## config.mk

```make
export PLATFORM = sky130hd
export DESIGN_NAME = stepper_phase_sequencer_core
export DESIGN_NICKNAME = d
export VERILOG_FILES = /design/src/hdl/sps_pkg.sv /design/src/hdl/sps_step.sv /design/src/hdl/sps_pattern.sv /design/src/hdl/stepper_phase_sequencer_core.sv
export SDC_FILE = /design/constraint.sdc
export NUM_CORES = 1
export LEC_CHECK = 0
export BUFFER_PORTS_ARGS = -buffer_cell sky130_fd_sc_hd__buf_2
export CORE_MARGIN = 3
export CORE_UTILIZATION = 40
export DETAILED_ROUTE_END_ITERATION = 8
export PLACE_DENSITY = 0.65
export SKIP_LAST_GASP = 1
export SLEW_MARGIN = 20
export SYNTH_ARGS = -nofsm -noshare
export SYNTH_HDL_FRONTEND = slang
export SYNTH_SLANG_ARGS = --single-unit
```

## constraint.sdc

```tcl
create_clock -name clk -period 11.3 [get_ports clk]
set_input_delay 1.695 -clock clk [delete_from_list [all_inputs] [get_ports clk]]
set_output_delay 1.695 -clock clk [all_outputs]
set_load 0.01 [all_outputs]
```

## src/hdl/sps_pkg.sv

```systemverilog
`timescale 1ns / 1ps

package sps_pkg;

    localparam int COILS_W      = 4;
    localparam int CFG_DATA_W   = 4;
    localparam int COUNT_W      = 16;
    localparam int DELAY_W      = 16;
    localparam int PATTERN_W    = 8;
    localparam int PHASE_IDX_W  = 4;
    // wide enough for the longest sequence (2 * 15 phases) plus one
    localparam int WORK_W       = 6;

    typedef enum logic [1:0] {
        MODE_WAVE = 2'd0,
        MODE_FULL = 2'd1,
        MODE_HALF = 2'd2,
        MODE_OFF  = 2'd3
    } drive_mode_t;

    typedef enum logic {
        OP_TICK  = 1'b0,
        OP_START = 1'b1
    } op_t;

    typedef enum logic {
        REG_COILS_USED = 1'b0,
        REG_DRIVE_MODE = 1'b1
    } reg_index_t;

    typedef struct packed {
        logic [COUNT_W-1:0] steps_left;
        logic [DELAY_W-1:0] wait_left;
        logic [DELAY_W-1:0] wait_reload;
        logic               reverse_dir;
    } move_t;

    typedef struct packed {
        logic [PHASE_IDX_W-1:0] phase_index;
        logic                   moving;
        logic                   stepped;
        logic [PATTERN_W-1:0]   coil_pattern;
    } result_t;

endpackage

```

## src/hdl/sps_step.sv

```systemverilog
`timescale 1ns / 1ps

module sps_step #(
    parameter int MAX_COILS = 8,
    parameter int PW        = 4
) (
    input  logic [sps_pkg::COILS_W-1:0]      coils_used,
    input  sps_pkg::drive_mode_t             drive_mode,
    input  sps_pkg::op_t                     op,
    input  logic [sps_pkg::COUNT_W-1:0]      move_steps,
    input  logic [sps_pkg::DELAY_W-1:0]      delay_ticks,
    input  logic [PW-1:0]                    pos,
    input  sps_pkg::move_t                   move,
    output logic [PW-1:0]                    pos_next,
    output sps_pkg::move_t                   move_next,
    output logic [sps_pkg::WORK_W-1:0]       pos_next_w,
    output logic [sps_pkg::WORK_W-1:0]       seq_len,
    output logic                             stepped,
    output logic                             moving
);

    logic [sps_pkg::WORK_W-1:0]  n_w;
    logic [sps_pkg::WORK_W-1:0]  pos_w;
    logic [sps_pkg::WORK_W-1:0]  base;
    logic [sps_pkg::WORK_W-1:0]  fwd_pos;
    logic [sps_pkg::WORK_W-1:0]  rev_pos;
    logic [sps_pkg::COUNT_W-1:0] magnitude;
    logic                        neg;

    assign n_w   = sps_pkg::WORK_W'(coils_used);
    assign pos_w = sps_pkg::WORK_W'(pos);

    always_comb
    begin
        seq_len = '0;
        if (n_w != '0 && n_w <= sps_pkg::WORK_W'(MAX_COILS))
        begin
            case (drive_mode)
                sps_pkg::MODE_WAVE, sps_pkg::MODE_FULL: seq_len = n_w;
                sps_pkg::MODE_HALF: seq_len = {n_w[sps_pkg::WORK_W-2:0], 1'b0};
                default:            seq_len = '0;
            endcase
        end
    end

    // neighbor phases with wraparound
    assign base    = (pos_w >= seq_len) ? '0 : pos_w;
    assign fwd_pos = (base + 1'b1 >= seq_len) ? '0 : base + 1'b1;
    assign rev_pos = (base == '0) ? seq_len - 1'b1 : base - 1'b1;

    assign neg       = move_steps[sps_pkg::COUNT_W-1];
    assign magnitude = neg ? sps_pkg::COUNT_W'(~move_steps + 1'b1) : move_steps;

    always_comb
    begin
        move_next  = move;
        pos_next_w = pos_w;
        stepped    = 1'b0;
        if (seq_len == '0)
        begin
            move_next.steps_left = '0;
            move_next.wait_left  = '0;
        end
        else if (op == sps_pkg::OP_START)
        begin
            move_next.reverse_dir = neg;
            move_next.wait_reload = delay_ticks;
            move_next.wait_left   = '0;
            move_next.steps_left  = magnitude;
            if (magnitude != '0)
            begin
                pos_next_w           = neg ? rev_pos : fwd_pos;
                move_next.steps_left = magnitude - 1'b1;
                move_next.wait_left  = delay_ticks;
                stepped              = 1'b1;
            end
        end
        else if (move.wait_left != '0)
        begin
            move_next.wait_left = move.wait_left - 1'b1;
        end
        else if (move.steps_left != '0)
        begin
            pos_next_w           = move.reverse_dir ? rev_pos : fwd_pos;
            move_next.steps_left = move.steps_left - 1'b1;
            move_next.wait_left  = move.wait_reload;
            stepped              = 1'b1;
        end
    end

    assign pos_next = pos_next_w[PW-1:0];
    assign moving   = (move_next.steps_left != '0) || (move_next.wait_left != '0);

endmodule

```

## src/hdl/sps_pattern.sv

```systemverilog
`timescale 1ns / 1ps

module sps_pattern (
    input  logic [sps_pkg::COILS_W-1:0]      coils_used,
    input  sps_pkg::drive_mode_t             drive_mode,
    input  logic [sps_pkg::WORK_W-1:0]       phase,
    input  logic [sps_pkg::WORK_W-1:0]       seq_len,
    output logic [sps_pkg::PATTERN_W-1:0]    coil_pattern
);

    logic [sps_pkg::WORK_W-1:0] n_w;
    logic [sps_pkg::WORK_W-1:0] first_coil;
    logic [sps_pkg::WORK_W-1:0] second_coil;
    logic                       two_coils;
    logic                       active;

    assign n_w    = sps_pkg::WORK_W'(coils_used);
    assign active = (seq_len != '0) && (phase < seq_len);

    always_comb
    begin
        first_coil = phase;
        two_coils  = 1'b0;
        case (drive_mode)
            sps_pkg::MODE_WAVE:
            begin
                first_coil = phase;
                two_coils  = 1'b0;
            end
            sps_pkg::MODE_FULL:
            begin
                first_coil = phase;
                two_coils  = 1'b1;
            end
            default:
            begin
                first_coil = phase >> 1;
                two_coils  = phase[0];
            end
        endcase
    end

    assign second_coil = (first_coil + 1'b1 == n_w) ? '0 : first_coil + 1'b1;

    always_comb
    begin
        for (int c = 0; c < sps_pkg::PATTERN_W; c++)
        begin
            coil_pattern[c] = active &&
                ((first_coil == sps_pkg::WORK_W'(c)) ||
                 (two_coils && second_coil == sps_pkg::WORK_W'(c)));
        end
    end

endmodule

```

## src/hdl/stepper_phase_sequencer_core.sv

```systemverilog
`timescale 1ns / 1ps

// stepper phase sequencer: drives up to MAX_COILS coils in wave, full or half step
// input stream (s_*): one beat per time tick or move start; tuser carries op
//   (0 tick, 1 start), tdata carries the signed step count and delay_ticks
// output stream (m_*): exactly one result beat per input beat, in order, with the
//   coil pattern, stepped and moving flags and the phase index after that beat
// config port: cfg_we writes coils_used (index 0) or drive_mode (index 1); any write
//   clears the phase index, writes are expected only while the block is idle
// result: registered, so it appears in the cycle after its input beat is accepted
// throughput: one beat per cycle while results are taken; the phase update and
//   pattern decode sit combinationally between the state and output registers
// stall: s_tready is high whenever the output register is empty or being taken, so
//   a stalled receiver holds the current result and blocks only new input beats
// reset: 4 coils, full step mode, phase 0, no move in progress, output empty
module stepper_phase_sequencer_core #(
    parameter int MAX_COILS = 8
) (
    input  logic        clk,
    input  logic        rst_n,
    input  logic        s_tvalid,
    output logic        s_tready,
    input  logic [31:0] s_tdata,   // move_steps[15:0], delay_ticks[31:16]
    input  logic        s_tuser,   // op
    output logic        m_tvalid,
    input  logic        m_tready,
    output logic [15:0] m_tdata,   // coil_pattern[7:0], stepped[8], moving[9],
                                   // phase_index[13:10], zero[15:14]
    input  logic        cfg_we,
    input  logic [0:0]  cfg_index,
    input  logic [3:0]  cfg_data
);

    localparam int PW = (MAX_COILS > 1) ? $clog2(2 * MAX_COILS) : 1;

    logic [sps_pkg::COILS_W-1:0]      coils_used_reg;
    sps_pkg::drive_mode_t             drive_mode_reg;
    logic [PW-1:0]                    pos_reg;
    logic [PW-1:0]                    pos_next;
    sps_pkg::move_t                   move_reg;
    sps_pkg::move_t                   move_next;
    sps_pkg::result_t                 result_reg;
    sps_pkg::result_t                 result_next;
    logic                             out_valid_reg;

    logic [sps_pkg::WORK_W-1:0]       pos_next_w;
    logic [sps_pkg::WORK_W-1:0]       seq_len;
    logic                             stepped;
    logic                             moving;
    logic [sps_pkg::PATTERN_W-1:0]    coil_pattern;
    logic                             in_accept;

    assign s_tready  = !out_valid_reg || m_tready;
    assign in_accept = s_tvalid && s_tready;

    sps_step #(
        .MAX_COILS (MAX_COILS),
        .PW        (PW)
    ) u_step (
        .coils_used  (coils_used_reg),
        .drive_mode  (drive_mode_reg),
        .op          (sps_pkg::op_t'(s_tuser)),
        .move_steps  (s_tdata[15:0]),
        .delay_ticks (s_tdata[31:16]),
        .pos         (pos_reg),
        .move        (move_reg),
        .pos_next    (pos_next),
        .move_next   (move_next),
        .pos_next_w  (pos_next_w),
        .seq_len     (seq_len),
        .stepped     (stepped),
        .moving      (moving)
    );

    sps_pattern u_pattern (
        .coils_used   (coils_used_reg),
        .drive_mode   (drive_mode_reg),
        .phase        (pos_next_w),
        .seq_len      (seq_len),
        .coil_pattern (coil_pattern)
    );

    always_comb
    begin
        result_next.coil_pattern = coil_pattern;
        result_next.stepped      = stepped;
        result_next.moving       = moving;
        result_next.phase_index  = pos_next_w[sps_pkg::PHASE_IDX_W-1:0];
    end

    always_ff @(posedge clk or negedge rst_n)
    begin
        if (!rst_n)
        begin
            coils_used_reg <= sps_pkg::COILS_W'(4);
            drive_mode_reg <= sps_pkg::MODE_FULL;
            pos_reg        <= '0;
            move_reg       <= '0;
        end
        else if (cfg_we)
        begin
            pos_reg <= '0;
            unique case (sps_pkg::reg_index_t'(cfg_index))
                sps_pkg::REG_COILS_USED: coils_used_reg <= cfg_data;
                sps_pkg::REG_DRIVE_MODE: drive_mode_reg <= sps_pkg::drive_mode_t'(cfg_data[1:0]);
            endcase
        end
        else if (in_accept)
        begin
            pos_reg  <= pos_next;
            move_reg <= move_next;
        end
    end

    always_ff @(posedge clk or negedge rst_n)
    begin
        if (!rst_n)
        begin
            out_valid_reg <= 1'b0;
        end
        else if (in_accept)
        begin
            out_valid_reg <= 1'b1;
        end
        else if (m_tready)
        begin
            out_valid_reg <= 1'b0;
        end
    end

    always_ff @(posedge clk)
    begin
        if (in_accept)
        begin
            result_reg <= result_next;
        end
    end

    assign m_tvalid = out_valid_reg;
    assign m_tdata  = {2'b00, result_reg};

endmodule

```

## Word level (Yosys, flattened, before mapping)

Cells that the tools add are included.
W data, S select, Z words.

- Bits of input ports: 43
- Output and inout port bits: 18
- Register bits: 74
- Word-level logic and storage cells: 124

- Order comparisons: 4
- Bitwise operators: 4
- Eq/ne operators: 17
- Reductions and logical operators: 49
- $add $sub $neg: 8
- Multiplexer cells: 30

Operators with widths:

| cell | count |
|---|---|
| $mux W32 | 4 |
| $reduce_bool A16 Y1 | 5 |
| $mux W6 | 11 |
| $eq A6 B3 Y1 const B | 8 |
| $mux W16 | 3 |
| $sub A16 B1 Y16 const B | 3 |
| $eq A6 B2 Y1 const B | 4 |
| $logic_not A6 Y1 | 4 |
| $logic_and A1 B1 Y1 | 19 |
| $add A16 B1 Y16 const B | 1 |
| $not A16 Y16 | 1 |
| $add A6 B1 Y6 const B | 2 |
| $eq A6 B1 Y1 const B | 2 |
| $mux W4 | 3 |
| $reduce_bool A6 Y1 | 2 |
| $logic_or A1 B1 Y1 | 10 |
| $pmux W5 S2 | 1 |
| $eq A6 B4 Y1 | 1 |
| $ge A6 B5 Y1 | 1 |
| $lt A6 B5 Y1 | 1 |
| $mux W1 | 6 |
| $reduce_and A2 Y1 | 3 |
| $sub A5 B1 Y6 const B | 1 |
| $sub A6 B1 Y6 const B | 1 |
| 12 further kinds | 15 |

## Longest topological paths before layout

- Word-level depth: 22
- Gate-level depth with buffers: 33

## Cells and area by module

A second synthesis with hierarchy kept.

- Cell total of the unflattened synthesis: 826
- Area, all modules: 6902.9 sq um

By module, submodules not included:

| module | area each (sq um) | times used | cells an instance |
|---|---|---|---|
| sps_step | 3472.1 | 1 | 567 |
| stepper_phase_sequencer_core | 2716.4 | 1 | 157 |
| sps_pattern | 714.4 | 1 | 102 |

## Least setup slack after synthesis

OpenSTA, ideal clock, no wires.

- Kind: input to register
- Start point: input s_tdata[0]
- End point: register result_reg, in the netlist m_tdata[3], data pin
- Setup slack: 4.963 ns
- Data required time: 11.031 ns
- Stages on the path: 21
- Arrival: 6.068 ns
- Library setup time: 0.269 ns
- Cell sequence: clkbuf_1 > inv_1 > ha_1 > or4b_1 > clkbuf_1 > o41a_1 > xnor2_2 > or4b_4 > o31ai_1 > o32a_1 > a21boi_2 > a21oi_1 > ha_1 > inv_1 > a2111oi_0 > a41oi_1 > nand4b_1 > xor2_1 > nand2_1 > nand4_1 > o21ai_1

- Cells in the longest elaborated chain, start to end: 15
- Elaborated cells on any way between the ends: 19
- Those cells by class: 2 x add/sub; 1 x order compare; 3 x eq/ne; 7 x mux; 1 x bitwise; 5 x reduce/logical

Ends and longest elaborated chain:

| item | RTL line | RTL |
|---|---|---|
| start, declared | stepper_phase_sequencer_core.sv:23 | `input logic [31:0] s_tdata,` |
| $not A16 Y16 | sps_step.sv:52 | `assign magnitude = neg ? sps_pkg::COUNT_W'(~move_steps + 1'b1) : move_steps;` |
| $add A16 B1 Y16 | sps_step.sv:52 |  |
| $mux W16 (*) | sps_step.sv:52 |  |
| $reduce_bool A16 Y1 (*) | sps_step.sv:70 | `if (magnitude != '0)` |
| $mux W6 (*) | sps_step.sv:70 |  |
| $mux W6 (*) | sps_step.sv:64 | `else if (op == sps_pkg::OP_START)` |
| $mux W6 (*) | sps_step.sv:59 | `if (seq_len == '0)` |
| $mux W6 | sps_pattern.sv:24 | `case (drive_mode)` |
| $add A6 B1 Y6 | sps_pattern.sv:43 | `assign second_coil = (first_coil + 1'b1 == n_w) ? '0 : first_coil + 1'b1;` |
| $eq A6 B4 Y1 | sps_pattern.sv:43 |  |
| $mux W6 | sps_pattern.sv:43 |  |
| $eq A6 B2 Y1 | sps_pattern.sv:51 | `(two_coils && second_coil == sps_pkg::WORK_W'(c)));` |
| $logic_and A1 B1 Y1 | sps_pattern.sv:51 |  |
| $logic_or A1 B1 Y1 | sps_pattern.sv:50 | `((first_coil == sps_pkg::WORK_W'(c)) \|\|` |
| $logic_and A1 B1 Y1 (*) | sps_pattern.sv:49 | `coil_pattern[c] = active &&` |
| via coil_pattern, one bit | stepper_phase_sequencer_core.sv:50 | `logic [sps_pkg::PATTERN_W-1:0] coil_pattern;` |
| end signal, assigned | stepper_phase_sequencer_core.sv:135 | `result_reg <= result_next;` |
| end, declared | stepper_phase_sequencer_core.sv:42 | `sps_pkg::result_t result_reg;` |

The timed path passes the listed nets; every way through them passes the cells marked *.
A chain may end at the register's enable or synchronous reset.

## Worst setup path in the final report

- Start point: register drive_mode_reg[1]
- End point: register result_reg, in the netlist m_tdata[3], data pin

- Cells in the longest elaborated chain, start to end: 22
- Elaborated cells on any way between the ends: 36
- Those cells by class: 4 x add/sub; 3 x order compare; 5 x eq/ne; 15 x mux; 9 x reduce/logical

Ends and longest elaborated chain:

| item | RTL line | RTL |
|---|---|---|
| start, declared | stepper_phase_sequencer_core.sv:37 | `sps_pkg::drive_mode_t drive_mode_reg;` |
| start signal, assigned | stepper_phase_sequencer_core.sv:96 | `drive_mode_reg <= sps_pkg::MODE_FULL;` |
| start signal, assigned | stepper_phase_sequencer_core.sv:105 | `sps_pkg::REG_DRIVE_MODE: drive_mode_reg <= sps_pkg::drive_mode_t'(cfg_data[1:0]);` |
| $eq A2 B1 Y1 / $logic_not A2 Y1 (equally long branches) | sps_step.sv:38, sps_pattern.sv:24 |  |
| $reduce_or A2 Y1 (no source line) | -- |  |
| $pmux W5 S2 | sps_step.sv:38 | `case (drive_mode)` |
| $mux W5 | sps_step.sv:36 | `if (n_w != '0 && n_w <= sps_pkg::WORK_W'(MAX_COILS))` |
| $ge A4 B5 Y1 | sps_step.sv:47 | `assign base = (pos_w >= seq_len) ? '0 : pos_w;` |
| $mux W4 | sps_step.sv:47 |  |
| $add A6 B1 Y6 | sps_step.sv:48 | `assign fwd_pos = (base + 1'b1 >= seq_len) ? '0 : base + 1'b1;` |
| $ge A6 B5 Y1 | sps_step.sv:48 |  |
| (+7 left out) | -- |  |
| $add A6 B1 Y6 | sps_pattern.sv:43 |  |
| $eq A6 B4 Y1 | sps_pattern.sv:43 |  |
| $mux W6 | sps_pattern.sv:43 |  |
| $eq A6 B2 Y1 | sps_pattern.sv:51 |  |
| $logic_and A1 B1 Y1 | sps_pattern.sv:51 |  |
| $logic_or A1 B1 Y1 | sps_pattern.sv:50 |  |
| $logic_and A1 B1 Y1 (*) | sps_pattern.sv:49 |  |
| via coil_pattern, one bit | stepper_phase_sequencer_core.sv:50 |  |

Marks and branches as above.

==> metrics.md <==
| Metric | Value |
|---|---|
| Status | complete, no violations |
| Ys async rst share | 81.1% |
| WL/cell | 17.6 um |
| Hold WC Path Type | register to register |
| Synthesized area per cell | just over 8 sq um |
| Worst-path clk slew | 0.06 ns |
| Startpoint Class | register |
| Post-synth EDFFs | 14 |
| Sink Count | 74 |
| Hold_buf cts | 0 |
| Max IR drop VDD | 0.0000889 V |
| Max-Cap Viols | 0 |
| RSZ-0062 raised after global routing | no |
| FILL cells | 1647 |
| Placed Cells | 1047 |
| CTS max path bufs | 2 |
| Worst Max-Slew Pin Slew | between 0.8 and 0.9 ns |
| Dominant cells by area after synthesis | dfrtp_1, edfxtp_1, nand2_1 |
| Power Density | 174 mW/mm^2 |
| Area growth from synthesis to layout | 11.5% |
| Pint | 753 uW |
| Root Driver | clkbuf_16 |
| CTS resizes | 0 |
| Seq pwr share | a little under a third |
| Row cnt | between 40 and 50 |
| Boundary Pins | 61 |
| Core box area | between 0.015 and 0.02 sq mm |
| # diodes | 0 |
| WL final | 18700 um |
| Final setup vio count | 0 |
| Critical path class | register to register |
| Yosys warnings | 0 |
| Area share of the largest cell type after synthesis | between 20% and 30% |
| Endpoint class of the critical path | register |
| First-pass GRT wire length | 30600 um |
| CTS tree | yes |
| Critical path's slowest cell | dfrtp_1 |
| Period utilization | 67.1% |
| Buf/Inv on CP | 4 |
| Post-synthesis cell type count | 95 |
| Top_reg_cell synth | dfrtp_1 |
| Largest net degree at the start of global routing | 61 |
| Crit path DAT | 7.65 ns |
| Total CTS buffers | 9 |
| Worst-Skew Late Latency | 0.34 ns |
| Port Buf Inserts | 58 |
| Worst-path fanout max | 21 |
| Sw power | 527 uW |
| DR pass1 iterations | 6 |
| Largest register FFs | a little under 50 |
| CP max stage delay | 0.79 ns |
| Fin. Hold Viols | 0 |
| Initial antenna violation count | 0 |
| Final HPWL DP | 13700 um |
| Die area | 0.0181 sq mm |
| Clock H-tree levels | 3 |
| Largest delay share family, worst path | compound AO/OA/AOI/OAI gates |
| Synth Instances | 806 |
| Mapped Area | 0.00659 sq mm |
| Leakage | about 3.0 nW |
| Post-route insts no fill | 1063 |
| Relative slew margins | 41.6% |
| Gr usage total | 20.8% |
| Starting Density | 41.2% |
| Crit path required time | between 10 and 15 ns |
| Vias in the first global route | approximately 5900 |
| Combinational power share | ~45% |
| Register area share after synthesis | 29.2% |
| F_max | 0.132 GHz |
| Net Sw Frac | between 40% and 50% |
| TNS Setup | 0 ns |
| Clock skew | 0.0112 ns |
| Yosys reg bits | 74 |
| Overflow after GRT | 0 |
| Clock share of power | 23.8% |
| Routability cong. | 0.919 |
| DR vias | between 6000 and 7000 |
| Min Tclk post-route | 7.59 ns |
| Antenna-violating nets left | 0 |
| Post-CTS Repair Setup Buffers | 0 |
| DR iter-0 viols | 775 |
| Fraction of final layout cells with drive strength greater than 1 | between 15 and 20% |
| Die width | 134 um |
| Vias/cell | 5.90 |
| DIE HEIGHT | 134 um |
| Final Max Tran Viols | 0 |
| Yosys top cell by area | dfrtp_1 |
| DRC viols | 0 |
| Nets | 908 |
## synthesized netlist by cell type, drive strengths merged (8+ instances only)
master  instances
ha             23
xor2           25
nand2         104
clkbuf         33
inv            27
nor4           13
a31oi           8
edfxtp         14
xnor2          28
nor3           22
or3            10
nand4          13
a211oi         25
nand2b         10
mux2           29
o21ai          55
nand3          25
buf            10
or4            11
dfrtp          58
a21oi          48
nor2           75
o31ai          17
## cells by family (layout without fill, tap and decap cells)
group / Yosys count / count (layout) / share of synthesized area [%]
compound gates: 230 / 230 / 25.1
xor+xnor: 53 / 53 / 7.16
fa+ha+maj: 23 / 23 / 4.37
buf+inv: 71 / 111 / 4.40
flops: 74 / 74 / 29.2
mux: 31 / 31 / 5.32
other cells: 1 / 2 / 0.0569
simple gates: 323 / 323 / 24.4
## final cells by class
| cell class | instances | area (sq um) | share of cell area (%) |
|---|---|---|---|
| clock buffer | 11 | 233 | 3.17 |
| clock inverter | 5 | 78.8 | 1.07 |
| timing repair buffer | 67 | 358 | 4.87 |
| tap | 216 | 270 | 3.68 |
| multi-input combinational | 662 | 4380 | 59.6 |
| inverter | 28 | 105 | 1.43 |
| sequential | 74 | 1920 | 26.2 |
## cells in the final DEF, fill, tap and decap left out, drive strengths merged, types with 6 or more instances in the layout
cell,instances
nand2,104
nor2,75
buf,67
dfrtp,58
o21ai,55
a21oi,48
mux2,29
xnor2,28
inv,27
xor2,25
nand3,25
a211oi,25
ha,23
nor3,22
o31ai,17
edfxtp,14
nor4,13
nand4,13
or4,11
clkbuf,11
nand2b,10
or3,10
a31oi,8
nor2b,7
o211ai,7
a21o,6
or2,6
nor3b,6
## power groups by stage
stage          registers, mW  logic (mW)  clock network [mW]
2_1_floorplan          0.380       0.439                   0
3_3_place_gp           0.407       0.557                   0
3_5_place_dp           0.408       0.560                   0
4_1_cts                0.404       0.562               0.309
5_1_grt                0.416       0.636               0.321
6_report               0.406       0.570               0.305
## per-stage QoR
step           worst slack, ns  power (mW)  util [%]  instance area, sq um  hold WS (ns)
6_report                  3.71        1.28      45.9                  7350         0.508
3_5_place_dp              3.90       0.967      44.0                  7040         0.496
3_3_place_gp              4.08       0.965      44.0                  7040         0.490
5_1_grt                   2.76        1.37      45.9                  7350         0.527
2_1_floorplan             4.96       0.819         -                  6600         0.475
4_1_cts                   3.85        1.28      45.9                  7350         0.512
## worst register-to-register path: cells and delay by family (launching register included)
family,cells,cell delay [ns]
DFF,1,0.79
adders and majority gates,4,0.95
xor gates and xnor gates,1,0.22
and+or+nand+nor,8,1.24
AOI/OAI and AO/OA,14,3.27
buffers and inverters,4,0.86
## layer usage
layer | GRT usage [%] | vias up | wire (um)
met5 | 0 | - | 0
li1 | - | 3070 | -
met2 | 31.7 | 235 | 8100
met1 | 30.9 | 2932 | 9110
met4 | 6.39 | 0 | 393
met3 | 2.40 | 38 | 1110
## path summary, 6_finish.rpt
| path | from | endpoint | slack (ns) | cells after the start |
|---|---|---|---|---|
| setup reg to reg | drive_mode_reg[1] | m_tdata[3] | 3.71 | 31 |
| setup / recovery | drive_mode_reg[1] | m_tdata[3] | 3.71 | 31 |
| hold / removal | move_reg[2] | move_reg[2] | 0.51 | 1 |
| min in group asynchronous | rst_n | drive_mode_reg[1] | 1.54 | 2 |
| max in group asynchronous | rst_n | move_reg[46] | 9.24 | 2 |
| hold reg to reg | move_reg[2] | move_reg[2] | 0.51 | 1 |
Power figures use the tool's default switching activity.
